`config.mk`:
```
export PLATFORM = sky130hd
export DESIGN_NAME = qrs_sqrt_cell
export DESIGN_NICKNAME = d
export VERILOG_FILES = /design/src/design/qrs_sqrt_cell.sv
export SDC_FILE = /design/constraint.sdc
export NUM_CORES = 1
export LEC_CHECK = 0
export BUFFER_PORTS_ARGS = -buffer_cell sky130_fd_sc_hd__buf_4
export CAP_MARGIN = 25
export CELL_PAD_IN_SITES_DETAIL_PLACEMENT = 1
export CELL_PAD_IN_SITES_GLOBAL_PLACEMENT = 2
export CORE_MARGIN = 2
export CORE_UTILIZATION = 32
export DETAILED_ROUTE_END_ITERATION = 8
export PLACE_DENSITY_LB_ADDON = 0.08
export SYNTH_ARGS = -nofsm -noshare
export SYNTH_HDL_FRONTEND = slang
export SYNTH_SLANG_ARGS = --single-unit
```
`constraint.sdc`:
```
create_clock -name clk -period 4.5 [get_ports clk]
set_input_delay 0 -clock clk [delete_from_list [all_inputs] [get_ports clk]]
set_output_delay 0 -clock clk [all_outputs]
set_load 0.01 [all_outputs]
```
`src/design/qrs_sqrt_cell.sv`:
```
// ---------------------------------------------------------------------------
// qrs_sqrt_cell: one digit of a restoring square root
// Takes the next two radicand bits, decides one root bit, hands on.
// ---------------------------------------------------------------------------
module qrs_sqrt_cell #(
  parameter int RB  = 17,
  parameter int SBW = 4
) (
  input  logic              clk,
  input  logic              rst,
  input  logic              en,
  input  logic              in_valid,
  input  logic [2*RB-1:0]   in_rad,
  input  logic [RB+1:0]     in_rem,
  input  logic [RB-1:0]     in_root,
  input  logic [SBW-1:0]    in_sb,
  output logic              out_valid,
  output logic [2*RB-1:0]   out_rad,
  output logic [RB+1:0]     out_rem,
  output logic [RB-1:0]     out_root,
  output logic [SBW-1:0]    out_sb
);

  logic [RB+1:0] rem_sh;
  logic [RB+1:0] trial;
  logic          ge;

  always_comb begin
    rem_sh = {in_rem[RB-1:0], in_rad[2*RB-1 -: 2]};
    trial  = {in_root, 2'b01};
    ge     = (rem_sh >= trial);
  end

  always_ff @(posedge clk) begin
    if (rst) begin
      out_valid <= 1'b0;
    end else if (en) begin
      out_valid <= in_valid;
    end
  end

  always_ff @(posedge clk) begin
    if (en) begin
      out_rad  <= in_rad << 2;
      out_rem  <= ge ? (rem_sh - trial) : rem_sh;
      out_root <= {in_root[RB-2:0], ge};
      out_sb   <= in_sb;
    end
  end

endmodule

```
After elaboration in Yosys (flattened, before gate mapping)
Index checks and enable logic that the tools add are counted.
{ "totals": {"ff_bits": 73, "output_inout_bits": 75, "word_cells": 8} }
{ "classes": {"n_lt_le_gt_ge": 1, "add_sub_neg": 1, "muxes": 1} }
{ "ops": {"columns": ["operator", "count"], "rows": [
  ["$ge A19 B19 Y1", 1],
  ["$mux W19", 1],
  ["$sub A19 B19 Y19", 1]
]} }

Logic depth before layout (Yosys ltp)
Gate-level depths: netlist of the first run.
{ "logic_depth": {"depth_word": 2, "ltp_mapped": 10, "mapped_depth_nobuf": 8} }

Worst setup path before layout of the first run
No wires, ideal clock.
{ "synth_path": {"path_type": "in2reg", "from": "input port in_root[7]", "to": "register out_rem[10], data pin", "arrival_ns": 1.858, "n_path_buf": 2, "cell_stages": 9, "setup_ns": 0.260, "required_time_ns": 4.240, "setup_slack_ns": 2.381, "cell_sequence": "inv_1 > ha_1 > buf_2 > nand4_1 > a2111oi_2 > a32oi_2 > a211oi_4 > buf_8 > mux2_4"} }
{ "synth_via": {"elab_chain_len": 2, "word_cells_on_any_way": 3} }
{ "synth_rtl": {"columns": ["element", "line_no", "text"], "rows": [
  ["start, declared", "15", "input logic [RB-1:0] in_root,"],
  ["$sub A19 B19 Y19 / $ge A19 B19 Y1 (equally long branches)", "45, 31", null],
  ["$mux W19 *", "45", "out_rem <= ge ? (rem_sh - trial) : rem_sh;"],
  ["end signal, assigned", "45", null],
  ["end, declared", "19", "output logic [RB+1:0] out_rem,"]
]} }
Mark *: on every way between the ends. The rest lies on a longest branch, timed or not.
A chain may end at the register's enable or synchronous reset.

Worst setup path in the final report of the first run
{ "layout_path": {"from": "input port in_rem[7]", "to": "register out_rem[3], data pin"} }
{ "layout_via": {"elab_chain_len": 2} }
{ "layout_rtl": {"columns": ["element", "line_no", "text"], "rows": [
  ["start, declared", "14", "input logic [RB+1:0] in_rem,"],
  ["$ge A19 B19 Y1", "31", "ge = (rem_sh >= trial);"],
  ["$mux W19", "45", null]
]} }
Every way passes these cells.

==> results of run 1 <==
[logic make-up after synthesis]
group | after synthesis
other | 1
adder cells (fa/ha/maj) | 19
buffers and inverters | 29
XOR/XNOR | 15
multiplexers | 16
flip-flops | 73
AO/OA/AOI/OAI | 57
AND/OR/NAND/NOR | 53
[routing by layer]
layer | up-vias | wire, um | track usage (%)
li1 | 1434 | - | -
met1 | 1405 | 4247 | 20.26
met2 | 94 | 4894 | 28.31
met3 | 7 | 717 | 4.920
met4 | 0 | 81 | 4.340
met5 | - | 0 | 0
[how the worst max path moves through the flow]
stage                       end  slack, ns  cells past startpoint
floorplan           out_rem[10]       2.38                      9
global placement     out_rem[2]       1.67                      8
detailed placement   out_rem[3]       1.64                      9
CTS                  out_rem[3]       1.45                      9
global route         out_rem[3]       1.30                     10
finish               out_rem[3]       1.45                      9
[layout make-up]
cell class	count	share of cell area (%)
flip-flops and latches	73	37.73
repair buffers	220	31.63
multi-input cells	162	21.92
well taps	140	3.029
clock buffers	10	2.207
clock inverters	6	1.990
inverters	23	1.493
[what timing repair did]
item                      CTS  global route
hold buffers               71             0
buffers inserted            0             0
hold endpoints to repair   70             0
[sequential cells by signal, summed over array words and instances, names as in the netlist]
signal	cells
out_rad	32
out_root	17
out_valid	1
out_rem	19
out_sb	4
[Yosys cell counts, types with 2 or more instances]
cell,instances
a21boi_0,2
a21o_1,6
a21oi_1,16
a31oi_1,2
a32oi_1,2
and2_1,2
buf_2,2
buf_4,2
edfxtp_1,72
ha_1,19
inv_1,23
mux2_2,3
mux2_4,11
mux2i_1,2
nand2_1,13
nand2b_1,6
nand4_1,4
nor2_1,18
nor2b_1,4
nor3_1,2
o211ai_1,6
o21a_1,2
o21ai_0,6
xnor2_1,11
xor2_1,4
[worst min-delay path: stages]
cell,delay [ns]
buf_4,0.10
inv_1,0.06
xnor2_1,0.15
[through the flow]
step           utilization (%)  power [W]  instances
4_1_cts                  53.11   0.001965        634
6_report                 53.11   0.001942        634
2_1_floorplan                -   0.001083        264
3_5_place_dp             44.36   0.001281        547
3_3_place_gp             44.36   0.001273        547
5_1_grt                  53.11   0.002048        634
[power by group]
group / leakage [nW] / internal [W] / switching (W)
logic: 1.68 / 0.000258 / 0.000212
clock network: 0.117 / 0.000371 / 0.000256
registers: 0.713 / 0.000825 / 0.0000191
==> results.md, run 1 <==
* FF-to-FF setup slack at around 3.3 ns
* Row Count at 38
* Synthesis-stage register bit count at 73
* Initial core utilization at 32.91%
* F_max at 0.3283 GHz
* Critical path type: primary input to flip-flop
* Final Hold Fails at 0
* Antenna Cells at 0
* Final Slew Violations at 0
* Relative slew slack at between 30% and 40%
* Crit path DAT at around 3.2 ns
* Clock Pin Slew Worst Setup and Hold Paths at 0.08 ns
* Register area at about 2200 sq um
* Post-synth EDFFs at 72
* Worst vdd ir at about 0.15 mV
* Max cap viols at 0
* Total core area at approximately 11,000 sq um
* First-pass GRT wire length at about 15,000 um
* Clock Tree Buf Depth at 2
* Most frequent cells in the layout: buf_4 (149), edfxtp_1 (72), dlygate4sd3_1 (71)
* Final min period at about 3 ns
* DRT Wirelength at approximately 10000 um
* CTS H-tree depth at 3
* Commonest non-fill, non-tap cell in the layout: buf_4
* Hold Path Sink: out_rem[0]
* CP startpoint: in_rem[7]
* Largest family of logic cells by synthesized area: compound AO/OA/AOI/OAI gates
* Vias in the first global route at between 2,000 and 3,000
* Initial antenna violation count at 0
* Drt drc at 0
* Placer Congestion at ~0.75
* RSZ-0062 raised after global routing: false
* Data required time of the critical path at approximately 4.6 ns
* Layout area overhead at 61.38%
* Die Ht at about 110 um
* Pleak at roughly 2.5 nW
* Asr flop ratio synth at 0%
* FF-to-FF End: out_valid
* Routed len/inst at around 16 um
* Post-DP HPWL at between 6000 and 7000 um
* Ports at about 150
* Drt via density at 4.637
* WHS Path Cells at 3
* Reg2Reg Depth at 3
* Clock Skew at 0 ns
* Worst hold slack at roughly 0.071 ns
* Final Cell Area at 5783 sq um
* Ys Warns at 0
* CTS Buf Count at 9
* Post-synthesis sequential area ratio at between 60% and 70%
* Die area at roughly 12,000 sq um
* Routed Antenna Nets at 0
* Final setup violating endpoints at 0
* Number of distinct library cells after synthesis at 48
* Setup Slack @ Placement at roughly 1.6 ns
* Pwr Density at 335.8 nW/um^2
* First-pass DRT Iterations at 4
* Synth area leader: edfxtp_1
* Most common cell on crit path: buf_4
* Max incr delay on CP at slightly below 0.6 ns
* Total grt overflow at 0
* Setup TNS at 0 ns
* Die W at approximately 110 um
* Fin nets at between 500 and 600
* Top cells by area, synth: edfxtp_1 (60%), ha_1 (6.6%), mux2_4 (4.6%)
* Status: finished, final reports clean
* GRT Util Overall at ~17%
* Critical path buffer and inverter count at 3
* Post-Synth Simple-Gate Area at between 7 and 8%
* Xor/xnor share of the synthesized area at between 3 and 4%
* Top-area cell type share of the netlist area at approximately 60%
* Setup WS post-layout at 1.454 ns
* CTS tree: done
* Gate Count Post-Synth at roughly 260
* Worst Hold Class: primary input to flip-flop
* Ys flop type: edfxtp_1
* Largest net degree at the start of global routing at 74
* Syn Std Cell Area at about 3600 sq um
* Critical-path maximum fanout at 16
* Port Buffer Count at ~150
* CP Capture Type: flip-flop
* Hold_sp: in_rad[32]
* Post-Synth Adder-Cell Area at under 10%
* Post-synthesis compound-gate area fraction at between 10% and 20%
* Clock sink count at 73
* Share of layout cells above drive strength 1 at roughly 37%
* Initial DRC count at 113
* Post-CTS resize count at 0
* Syn Area/Cell at ~14 sq um
* Fin crit share at approximately 68%
* CP startpoint kind: primary input
* Fillers at around 1,100
* Skew-Pair Late Insertion Delay at roughly 0.34 ns
* Dpl cell area at between 4000 and 5000 sq um
* Mux share of post-synthesis cell area at approximately 6%
* Slew @ Worst Pin at between 0.9 and 1 ns
* DR vias at ~2,900
* Crit-path slowest cell: dlygate4sd3_1
* Root buffer cell: clkbuf_8
* Top delay family on crit path: compound AO/OA/AOI/OAI gates
* Multi-input gate area at approximately 1300 sq um
* FF-to-FF Start: out_valid
* CP cell instances: dlygate4sd3_1 > buf_4 > ha_1 > nand4_1 > a2111oi_2 > a32oi_2 > a211oi_4 > buf_4 > mux2_2
No activity file was read; power rests on OpenSTA's default activity.
==> run 2: changes to the inputs <==
Settings changed: CORE_UTILIZATION 32 to 30.
Clock period 4.5 ns to 2.89 ns, I/O delays scaled along.
==> results.md, run 2 (synthesized netlist as in run 1, its figures left out) <==
* Vias in the first global route at around 3,000
* CTS Buf Count at 9
* Routed len/inst at ~16 um
* Worst Hold Class: primary input to flip-flop
* Relative slew slack at 34.36%
* RSZ-0062 raised after global routing: false
* First-pass DRT Iterations at 4
* Final Hold Fails at 0
* Crit path DAT at between 2 and 3 ns
* Skew-Pair Late Insertion Delay at 0.33 ns
* Max reg flops at 32
* Die area at 12,830 sq um
* CP Capture Type: flip-flop
* Worst hold slack at 0.02080 ns
* Drt via density at between 4 and 5
* Share of layout cells above drive strength 1 at a little under two fifths
* Clock Pin Slew Worst Setup and Hold Paths at roughly 0.06 ns
* Total Power at between 0.003 and 0.004 W
* Final setup violating endpoints at 0
* Status: finished, final reports clean
* Fin crit share at between 90 and 100%
* Slew @ Worst Pin at between 0.9 and 1 ns
* Die W at around 110 um
* Final Slew Violations at 0
* Initial core utilization at between 30% and 40%
* F_max at around 0.38 GHz
* Layout area overhead at 63.58%
* Pwr Density at around 570 nW/um^2
* Ports at approximately 150
* CTS tree: done
* Root buffer cell: clkbuf_16
* Routed Antenna Nets at 0
* CTS H-tree depth at 3
* Most flop-heavy register: out_rad
* Drt drc at 0
* Initial antenna violation count at 0
* Port Buffer Count at around 150
* CP startpoint kind: primary input
* Initial DRC count at roughly 110
* First-pass GRT wire length at between 15,000 and 20,000 um
* Final min period at about 2.6 ns
* Commonest non-fill, non-tap cell in the layout: buf_4
* Setup TNS at 0 ns
* DRT Wirelength at 10,380 um
* Clock sink count at 73
* Total core area at between 10,000 and 15,000 sq um
* Critical-path maximum fanout at 14
* Biggest regs: out_rad: 32 flops, out_rem: 19 flops, out_root: 17 flops
* Die Ht at roughly 110 um
* Worst vdd ir at 0.2228 mV
* Placer Congestion at 0.7199
* Total grt overflow at 0
* Clock Skew at 0 ns
* Largest net degree at the start of global routing at 74
* Fin nets at 585
* Pleak at around 2.6 nW
* Antenna Cells at 0
* Data required time of the critical path at 2.98 ns
* Clock Tree Buf Depth at 2
* Post-layout util at around half
* Row Count at 39
* GRT Util Overall at between 10% and 20%
* Critical path type: primary input to flip-flop
* DR vias at 2,983
* Max cap viols at 0
* Most frequent cells in the layout: buf_4 (151), edfxtp_1 (72), dlygate4sd3_1 (68)
* Post-DP HPWL at slightly below 7000 um
-- run 2: path summary, 6_finish.rpt --
kind / cells past startpoint / end / slack [ns] / startpoint
hold reg to reg: 3 / out_valid / 1.06 / out_valid
hold / removal: 3 / out_rem[7] / 0.02 / in_rem[5]
setup / recovery: 9 / out_rem[2] / 0.24 / in_rem[12]
setup reg to reg: 3 / out_valid / 1.73 / out_valid
-- run 2: stage by stage --
stage / cells / setup WS, ns / cell area [sq um]
global route: 635 / 0.1058 / 5862
global placement: 552 / 0.5200 / 4848
floorplan: 264 / 0.7712 / 3587
CTS: 635 / 0.2636 / 5862
finish: 635 / 0.2449 / 5862
detailed placement: 552 / 0.4687 / 4848
-- run 2: area by class of cell --
cell class | instances | area, sq um
clock buffer | 9 | 225.2
clock inverter | 6 | 107.6
fill | 1235 | 5654
inverter | 23 | 86.33
multi-input combinational | 162 | 1267
sequential | 73 | 2182
tap | 143 | 178.9
timing repair buffer | 219 | 1814
-- run 2: what timing repair did --
action | in CTS | in global routing
endpoints found under the setup margin | 0 | 0
hold buffers | 68 | 0
hold endpoints to repair | 67 | 0
buffers inserted | 0 | 0
resized for setup | 0 | 0
-- run 2: where the power goes --
part           internal [W]  leakage (nW)  total (W)  switching, W
combinational      0.000404          1.68   0.000742      0.000338
sequential          0.00129         0.713    0.00132     0.0000300
clock              0.000835         0.163    0.00126      0.000428
total               0.00253          2.56    0.00332      0.000796
-- run 2: worst max-delay path, cell delays in order --
cell	delay, ns
dlygate4sd3_1	0.56
buf_4	0.14
ha_1	0.45
nand4_1	0.15
a2111oi_2	0.40
a32oi_2	0.15
a211oi_4	0.25
buf_4	0.26
mux2_2	0.36
-- run 2: layer usage --
| layer | track usage (%) | wire, um | part of all wire (%) |
|---|---|---|---|
| met5 | 0 | 0 | 0 |
| met4 | 7.724 | 259 | 2.5 |
| met3 | 3.482 | 573 | 5.5 |
| met2 | 26.83 | 5043 | 49 |
| met1 | 20.56 | 4498 | 43 |
