## config.mk

```make
export PLATFORM = sky130hd
export DESIGN_NAME = qrs_div_cell
export DESIGN_NICKNAME = d
export VERILOG_FILES = /design/src/design/qrs_div_cell.sv
export SDC_FILE = /design/constraint.sdc
export NUM_CORES = 1
export LEC_CHECK = 0
export ABC_AREA = 1
export ABC_CLOCK_PERIOD_IN_PS = 2900
export BUFFER_PORTS_ARGS = -buffer_cell sky130_fd_sc_hd__buf_2
export CORE_MARGIN = 2
export CORE_UTILIZATION = 54
export CTS_CLUSTER_SIZE = 12
export DETAILED_ROUTE_END_ITERATION = 6
export PLACE_DENSITY_LB_ADDON = 0.2
export SLEW_MARGIN = 20
export SYNTH_ARGS = -nofsm -noshare
export SYNTH_HDL_FRONTEND = slang
export SYNTH_SLANG_ARGS = --single-unit
```

## constraint.sdc

```tcl
create_clock -name clk -period 2.9 [get_ports clk]
set_clock_uncertainty 0.05 [all_clocks]
set_input_delay 0.29 -clock clk [delete_from_list [all_inputs] [get_ports clk]]
set_output_delay 0.29 -clock clk [all_outputs]
set_load 0.02 [all_outputs]
```

## src/design/qrs_div_cell.sv

```systemverilog
// ---------------------------------------------------------------------------
// qrs_div_cell: one quotient bit of two restoring divisions
// Both lanes share the divisor; the numerator register collects the quotient.
// ---------------------------------------------------------------------------
module qrs_div_cell #(
  parameter int NM  = 34,
  parameter int DB  = 17,
  parameter int SBW = 4
) (
  input  logic              clk,
  input  logic              rst,
  input  logic              en,
  input  logic              in_valid,
  input  logic [DB-1:0]     in_den,
  input  logic [NM-1:0]     in_num1,
  input  logic [DB:0]       in_rem1,
  input  logic [NM-1:0]     in_num2,
  input  logic [DB:0]       in_rem2,
  input  logic [SBW-1:0]    in_sb,
  output logic              out_valid,
  output logic [DB-1:0]     out_den,
  output logic [NM-1:0]     out_num1,
  output logic [DB:0]       out_rem1,
  output logic [NM-1:0]     out_num2,
  output logic [DB:0]       out_rem2,
  output logic [SBW-1:0]    out_sb
);

  logic [DB:0] sh1;
  logic [DB:0] sh2;
  logic [DB:0] den_x;
  logic        ge1;
  logic        ge2;

  always_comb begin
    den_x = {1'b0, in_den};
    sh1   = {in_rem1[DB-1:0], in_num1[NM-1]};
    sh2   = {in_rem2[DB-1:0], in_num2[NM-1]};
    ge1   = (sh1 >= den_x);
    ge2   = (sh2 >= den_x);
  end

  always_ff @(posedge clk) begin
    if (rst) begin
      out_valid <= 1'b0;
    end else if (en) begin
      out_valid <= in_valid;
    end
  end

  always_ff @(posedge clk) begin
    if (en) begin
      out_den  <= in_den;
      out_rem1 <= ge1 ? (sh1 - den_x) : sh1;
      out_rem2 <= ge2 ? (sh2 - den_x) : sh2;
      out_num1 <= {in_num1[NM-2:0], ge1};
      out_num2 <= {in_num2[NM-2:0], ge2};
      out_sb   <= in_sb;
    end
  end

endmodule

```

# Word level (Yosys, flattened, before mapping)
# Index checks and enable logic that the tools add are counted.
[classes]
add_sub_neg = 2
magnitude_cmp = 2
mux = 2
[op_table]
columns = ["operator", "count"]
rows = [
  ["18-bit by 17-bit greater-or-equal comparator with 1-bit output", 2],
  ["18-bit two-way mux", 2],
  ["18-bit by 17-bit subtractor with 18-bit output", 2],
]
[totals]
reg_bits = 126
in_bits = 129
output_inout_bits = 126
elab_cells = 13

# Logic depth before layout (Yosys ltp)
# Gate-level depths: netlist (run 1).
[depth]
word_depth = 2
ltp_mapped = 14
depth_no_buf = 14

# Least setup slack after synthesis (run 1)
# OpenSTA, ideal clock, no wires.
[synth_timing]
kind = "input to register"
start = "input port in_den[13]"
end = "register out_rem1[17] (data pin)"
setup_time_ns = 0.254
arrival_ns = 1.574
slack_ns = 1.022
stages = 11
n_path_buf = 1
path_cell_list = "inv_1 > ha_1 > nand2_1 > inv_2 > nand2_1 > nand2_1 > a21oi_4 > nand3_2 > nor2_4 > buf_8 > a21oi_2"
[synth_between]
elab_chain_cells = 2
[synth_rtl]
columns = ["item", "line", "text"]
rows = [
  ["from (decl)", "14", "input logic [DB-1:0] in_den,"],
  ["18-bit by 17-bit subtractor with 18-bit output or 18-bit by 17-bit greater-or-equal comparator with 1-bit output (tied branches)", "54, 39", ""],
  ["18-bit two-way mux (*)", "54", "out_rem1 <= ge1 ? (sh1 - den_x) : sh1;"],
  ["to (signal assigned)", "54", ""],
  ["to (decl)", "23", "output logic [DB:0] out_rem1,"],
]
# Mark *: on every way between the ends. The rest lies on a longest branch, timed or not.
# A chain may end at the register's enable or synchronous reset.

# Worst setup path after layout (run 1)
[layout_timing]
start = "input port in_den[9]"
end = "register out_rem1[17] (data pin)"
# The elaborated chain is that of the path after synthesis.

==> results of run 1 <==
area by class of cell:
cell class	instances	area, um2	share of cell area
clock inverters	14	142.6	0.01473
diodes	1	2.502	0.0002585
flip-flops and latches	126	3774	0.3898
clock buffers	17	425.4	0.04394
repair buffers	328	2039	0.2107
inverters	139	521.8	0.05390
multi-input cells	499	2560	0.2644
well taps	172	215.2	0.02223
state kept, by name, indices dropped and copies added (netlist names):
name	count
out_rem1	18
out_num2	34
out_valid	1
out_sb	4
out_num1	34
out_rem2	18
out_den	17
cell usage after synthesis (all sizes together):
cell,count,area [um2]
nand2,344,1339
or2,3,18.77
dfxtp,1,20.02
fa,2,40.04
mux2i,1,10.01
edfxtp,125,3754
xor2,11,96.34
ha,34,425.4
nor2,35,168.9
a21oi,20,130.1
buf,4,48.79
inv,135,506.7
clkinv,4,15.01
nand3,34,180.2
nor3,4,20.02
xnor2,3,26.28
nand4,8,105.1
routing by layer:
| layer | global-route usage | part of all wire | wire [um] |
|---|---|---|---|
| met3 | 0.05664 | 0.060 | 1108 |
| met5 | 0 | 0 | 0 |
| met2 | 0.5114 | 0.52 | 9645 |
| met1 | 0.3094 | 0.39 | 7287 |
| met4 | 0.1208 | 0.025 | 464 |
logic make-up after synthesis:
family,count (synthesis),synth area share
muxes,1,0.001450
and+or+nand+nor,428,0.2653
buffers and inverters,143,0.08264
AOI/OAI and AO/OA,20,0.01885
DFF,126,0.5466
adders and majority gates,36,0.06742
xor gates and xnor gates,14,0.01776
worst max-delay path, cell delays in order:
cell and delay [ps]:
dlygate4sd3_1 540, buf_2 110, inv_1 60, ha_1 370
nand2_2 110, inv_2 40, nand2_1 50, nand2_1 70
clkinv_1 70, nand2_1 60, nand2_2 90, nand3_2 90
nor2_4 450, a21oi_2 50
stage by stage:
stage | cells | power, mW | utilization
after CTS | 1295 | 5.595 | 0.7700
after detailed placement | 1192 | 3.489 | 0.6675
after global routing | 1296 | 5.838 | 0.7702
after global placement | 1192 | 3.464 | 0.6675
final | 1296 | 5.586 | 0.7702
after floorplan | 768 | 3.072 | -
power by group:
group          switching [mW]  internal (mW)
registers              0.0430           2.22
logic                   0.811          0.471
clock network           0.784           1.26
total                    1.64           3.95
how the worst max path moves through the flow:
| stage | slack, ps | startpoint | endpoint | depth (start not counted) |
|---|---|---|---|---|
| 6_report | 510 | in_den[9] | out_rem1[17] | 14 |
| 5_1_grt | 310 | in_den[9] | out_rem2[9] | 15 |
| 4_1_cts | 530 | in_den[9] | out_rem2[12] | 15 |
| 3_5_place_dp | 610 | in_den[13] | out_rem1[17] | 11 |
| 3_3_place_gp | 660 | in_den[13] | out_rem1[17] | 11 |
| 2_1_floorplan | 1020 | in_den[13] | out_rem1[17] | 11 |
timing repair:
| item | CTS | global route |
|---|---|---|
| hold buffers | 72 | 0 |
| hold endpoints to repair | 72 | 0 |
| setup buffers | 0 | 0 |
==> impl_metrics.tcl, run 1 <==
set metrics [dict create \
    slew_headroom 0.6165 \
    worstPathRequired_ps 2990 \
    cts_tree "done" \
    first_pass_iters 5 \
    syn_inst 768 \
    cts_root_buffer "clkbuf_16" \
    power_density_mw_per_mm2 577.0 \
    fillers 940 \
    vias 6216 \
    wirelength_mm 18.51 \
    wl_per_cell_um 14.28 \
    io-pin-count 255 \
    fin_crit_ps 2385 \
    min_period_over_period 0.8225 \
    layout_commonest_cell "nand2_1" \
    max_freq_mhz 419.2 \
    drt_first_iter_violations 249 \
    tns_ps 0 \
    antenna_found_initial 1 \
    initial_core_util 0.5493 \
    cts_buffers 17 \
    clk_pin_slew_worst_paths_ps 50 \
    critPathLaunchType "input pin" \
    core_area_mm2 0.01257 \
    status "complete, no violations" \
    tightest_slew_ps 575.3 \
    drv_slew 0 \
    synthesis.area_mm2 0.006904 \
    clock_sinks 126 \
    grt_pass1_wl_mm 28.41 \
    ys_seq_elements 126 \
    hold_viol 0 \
    min_from "in_num1[26]" \
    min_path_cells 1 \
    final_antenna_net_count 0 \
    whs_ps 20.62 \
    layout_common_cells "nand2_1 (327), buf_2 (251), edfxtp_1 (125)" \
    grtUsageTotal 0.2772 \
    max_cap_viol_count 0 \
    syn-num-nets 933 \
    critical_path_class "in2reg" \
    floorplan.die_area_mm2 0.01371 \
    syn_to_final_growth_pct 40.21 \
    leakagePower_nw 5.036 \
    grt_overflow 0 \
    reg2reg_slack_ps 2180 \
    drive_above_1_share 0.2974 \
    worstRegToRegCells 2 \
    dp_hpwl_mm 13.26 \
    rsz0062_at_grt "no" \
    post_drt_via_cell_ratio 4.796 \
    cts_htree_levels 4 \
    hold_class "in2reg" \
    endpoint_kind "register" \
    ys_warn_count 0 \
    ctsResizeCount 0 \
    post-route-cell-area_mm2 0.009681 \
    finalWorstSetupSlack_ps 514.7 \
    pre_cts_ws_ps 613.6 \
    portBuffers 252 \
    die_x_um 117.1 \
    die_h_um 117.1 \
    clk_path_buf_depth 2 \
    clk_latency_ps 410 \
    setup_viol 0 \
    r2r-start "out_valid" \
    yosysSeqAreaShare 0.5466 \
    path_max_fanout 18 \
    reg2reg_to "out_valid" \
    ir_drop_uv 317.3 \
    grt_max_degree 43 \
    ys_types 28 \
    place_area_mm2 0.008389 \
    grt_pass1_vias 6043 \
    rows 41 \
    hold_path_end "out_num1[27]" \
    place.gp.congestion 0.9397 \
    drc_errors 0 \
    layout.nets 1276 \
    syn-mean-instance-area_um2 8.990 \
    crit_arrival_ps 2470 \
]
(Power assumes the default switching activity.)
==> run 2, diff against run 1 <==
--- a/config.mk
+++ b/config.mk
@@ -5,11 +5,11 @@
 export SDC_FILE = /design/constraint.sdc
 export NUM_CORES = 1
 export LEC_CHECK = 0
-export ABC_AREA = 1
-export ABC_CLOCK_PERIOD_IN_PS = 2900
+export ABC_AREA = 0
+export ABC_CLOCK_PERIOD_IN_PS = 2100
 export BUFFER_PORTS_ARGS = -buffer_cell sky130_fd_sc_hd__buf_2
 export CORE_MARGIN = 2
-export CORE_UTILIZATION = 54
+export CORE_UTILIZATION = 43
 export CTS_CLUSTER_SIZE = 12
 export DETAILED_ROUTE_END_ITERATION = 6
 export PLACE_DENSITY_LB_ADDON = 0.2
==> constraint.sdc (replaced) <==
create_clock -name clk -period 2.1 [get_ports clk]
set_clock_uncertainty 0.05 [all_clocks]
set_input_delay 0.21 -clock clk [delete_from_list [all_inputs] [get_ports clk]]
set_output_delay 0.21 -clock clk [all_outputs]
set_load 0.02 [all_outputs]
==> impl_metrics.tcl, run 2 <==
set metrics [dict create \
    floorplan.die_area_mm2 0.01490 \
    synthesis.area_mm2 0.005996 \
    cts_htree_levels 4 \
    finalWorstSetupSlack_ps -32.12 \
    cts_buffers 17 \
    leakagePower_nw 4.573 \
    whs_ps 9.717 \
    yosysTopAreaCellShare 0.6260 \
    yosys-top-cells-area "edfxtp_1 (63%), ha_1 (7.1%), a21oi_1 (3.2%), mux2_2 (3.0%), xnor2_1 (2.8%)" \
    ys_seq_elements 126 \
    ys_warn_count 0 \
    critical_path_class "in2reg" \
    hold_viol 0 \
    synthArstFlopShare 0 \
    min_period_over_period 1.015 \
    clk_latency_ps 410 \
    max_freq_mhz 469.0 \
    core_area_mm2 0.01377 \
    yosysSeqAreaShare 0.6294 \
    cts_root_buffer "clkbuf_16" \
    status "complete, but fails checks" \
    grt_pass1_vias 5528 \
    syn_to_final_growth_pct 71.31 \
    grt_overflow 0 \
    vias 5466 \
    ys_types 58 \
    syn_inst 436 \
    path_max_fanout 7 \
    drv_slew 0 \
    grt_max_degree 49 \
    final_util 0.7457 \
    clock_sinks 126 \
    drive_above_1_share 0.5207 \
    portBuffers 252 \
    fin_crit_ps 2132 \
    layout_commonest_cell "buf_2" \
    syn-mean-instance-area_um2 13.75 \
    clk_pin_slew_worst_paths_ps 60 \
    layout.nets 1068 \
    ir_drop_uv 616.2 \
    max_cap_viol_count 0 \
    post_drt_via_cell_ratio 4.978 \
    cts_tree "done" \
    drc_errors 0 \
    synth.most_common_cell "edfxtp_1" \
    critPathLaunchType "input pin" \
    rows 43 \
    drt_first_iter_violations 331 \
    die_x_um 122.1 \
    io-pin-count 255 \
    largest_registers "out_num1: 34 flops, out_num2: 34 flops" \
    synth_top_area_cell "edfxtp_1" \
    die_h_um 122.1 \
    crit_arrival_ps 2250 \
    rsz0062_at_grt "yes" \
    power_density_mw_per_mm2 843.1 \
    endpoint_kind "register" \
    synth_enable_flop_cells 125 \
    slew_headroom 0.7379 \
    initial_core_util 0.4353 \
    grtUsageTotal 0.2539 \
    dp_hpwl_mm 13.14 \
    setup_viol 4 \
    first_pass_iters 4 \
    grt_pass1_wl_mm 28.33 \
    wl_per_cell_um 17.71 \
    wirelength_mm 19.44 \
    hold_class "in2reg" \
    synth_flop_cell "edfxtp_1" \
    worstPathRequired_ps 2220 \
    tightest_slew_ps 393.2 \
    fillers 894 \
    place.gp.congestion 0.8906 \
    synth_common_cells "edfxtp_1 (125), a21oi_1 (38), ha_1 (34)" \
    syn-num-nets 601 \
    violations "setup timing" \
    clk_path_buf_depth 2 \
    final_antenna_net_count 0 \
    antenna_found_initial 3 \
    layout_common_cells "buf_2 (248), edfxtp_1 (125), buf_4 (107)" \
]
run 2: area by class of cell:
cell class / instances / area [um2] / share of cell area
Antenna cell: 2 / 5.005 / 0.0004873
Clock inverter: 14 / 230.2 / 0.02241
Clock buffer: 18 / 429.2 / 0.04178
Tap cell: 180 / 225.2 / 0.02193
Timing Repair Buffer: 457 / 3156 / 0.3072
Multi-Input combinational cell: 274 / 2326 / 0.2265
Inverter: 27 / 126.4 / 0.01230
Sequential cell: 126 / 3774 / 0.3674
run 2: power breakdown:
part	internal (mW)	switching, mW	leakage [nW]	total, mW
registers	3.09	0.0679	1.23	3.16
logic	1.04	1.17	3.02	2.21
clock network	2.14	1.15	0.324	3.29
run 2: metal layers:
| metal | wire (um) | vias up | GRT usage |
|---|---|---|---|
| met3 | 1130 | 42 | 0.05899 |
| li1 | - | 2601 | - |
| met4 | 590 | 2 | 0.1034 |
| met5 | 12 | - | 0 |
| met2 | 10300 | 195 | 0.4714 |
| met1 | 7407 | 2626 | 0.2774 |
run 2: final timing paths:
check        startpoint            to  slack (ps)  cells after the start
max reg2reg   out_valid     out_valid        1460                      2
min            in_valid     out_valid          10                      3
max           in_den[0]  out_rem2[12]         -30                     13
min reg2reg   out_valid     out_valid         450                      2
run 2: critical path, cell delays in order:
cell     delay, ps
buf_8           90
buf_6           90
ha_4           120
inv_2           30
fa_2           330
a21o_1         220
a31oi_4        230
o21ai_4        100
o21ai_4        230
a22oi_2        110
buf_12         170
buf_8          120
a31o_2         190
run 2: kinds of logic after synthesis:
logic type	share of synthesized area
mux	0.03902
fa+ha+maj	0.07763
simple gates	0.06991
flops	0.6294
xor+xnor	0.03798
compound gates	0.1183
buf+inv	0.02775
run 2: timing repair:
| item | 4_1_cts | 5_1_grt |
|---|---|---|
| hold endpoints to repair | 85 | 0 |
| hold buffers | 85 | 0 |
| gates cloned | 2 | 0 |
| pin swaps | 3 | 17 |
| setup buffers | 6 | 7 |
| endpoints found under the setup margin | 32 | 35 |
| resized for setup | 6 | 59 |
run 2: metrics by stage:
step,power [mW],std cells,instance area (um2),setup WS [ps],TNS [ps]
2_1_floorplan,4.233,436,6093,-151.0,-3320
3_3_place_gp,5.029,965,8357,-580.3,-17940
3_5_place_dp,5.064,965,8357,-593.1,-18950
4_1_cts,8.556,1090,9962,-36.91,-58.37
5_1_grt,9.000,1098,10270,-83.76,-1146
6_report,8.660,1098,10270,-32.12,-66.75
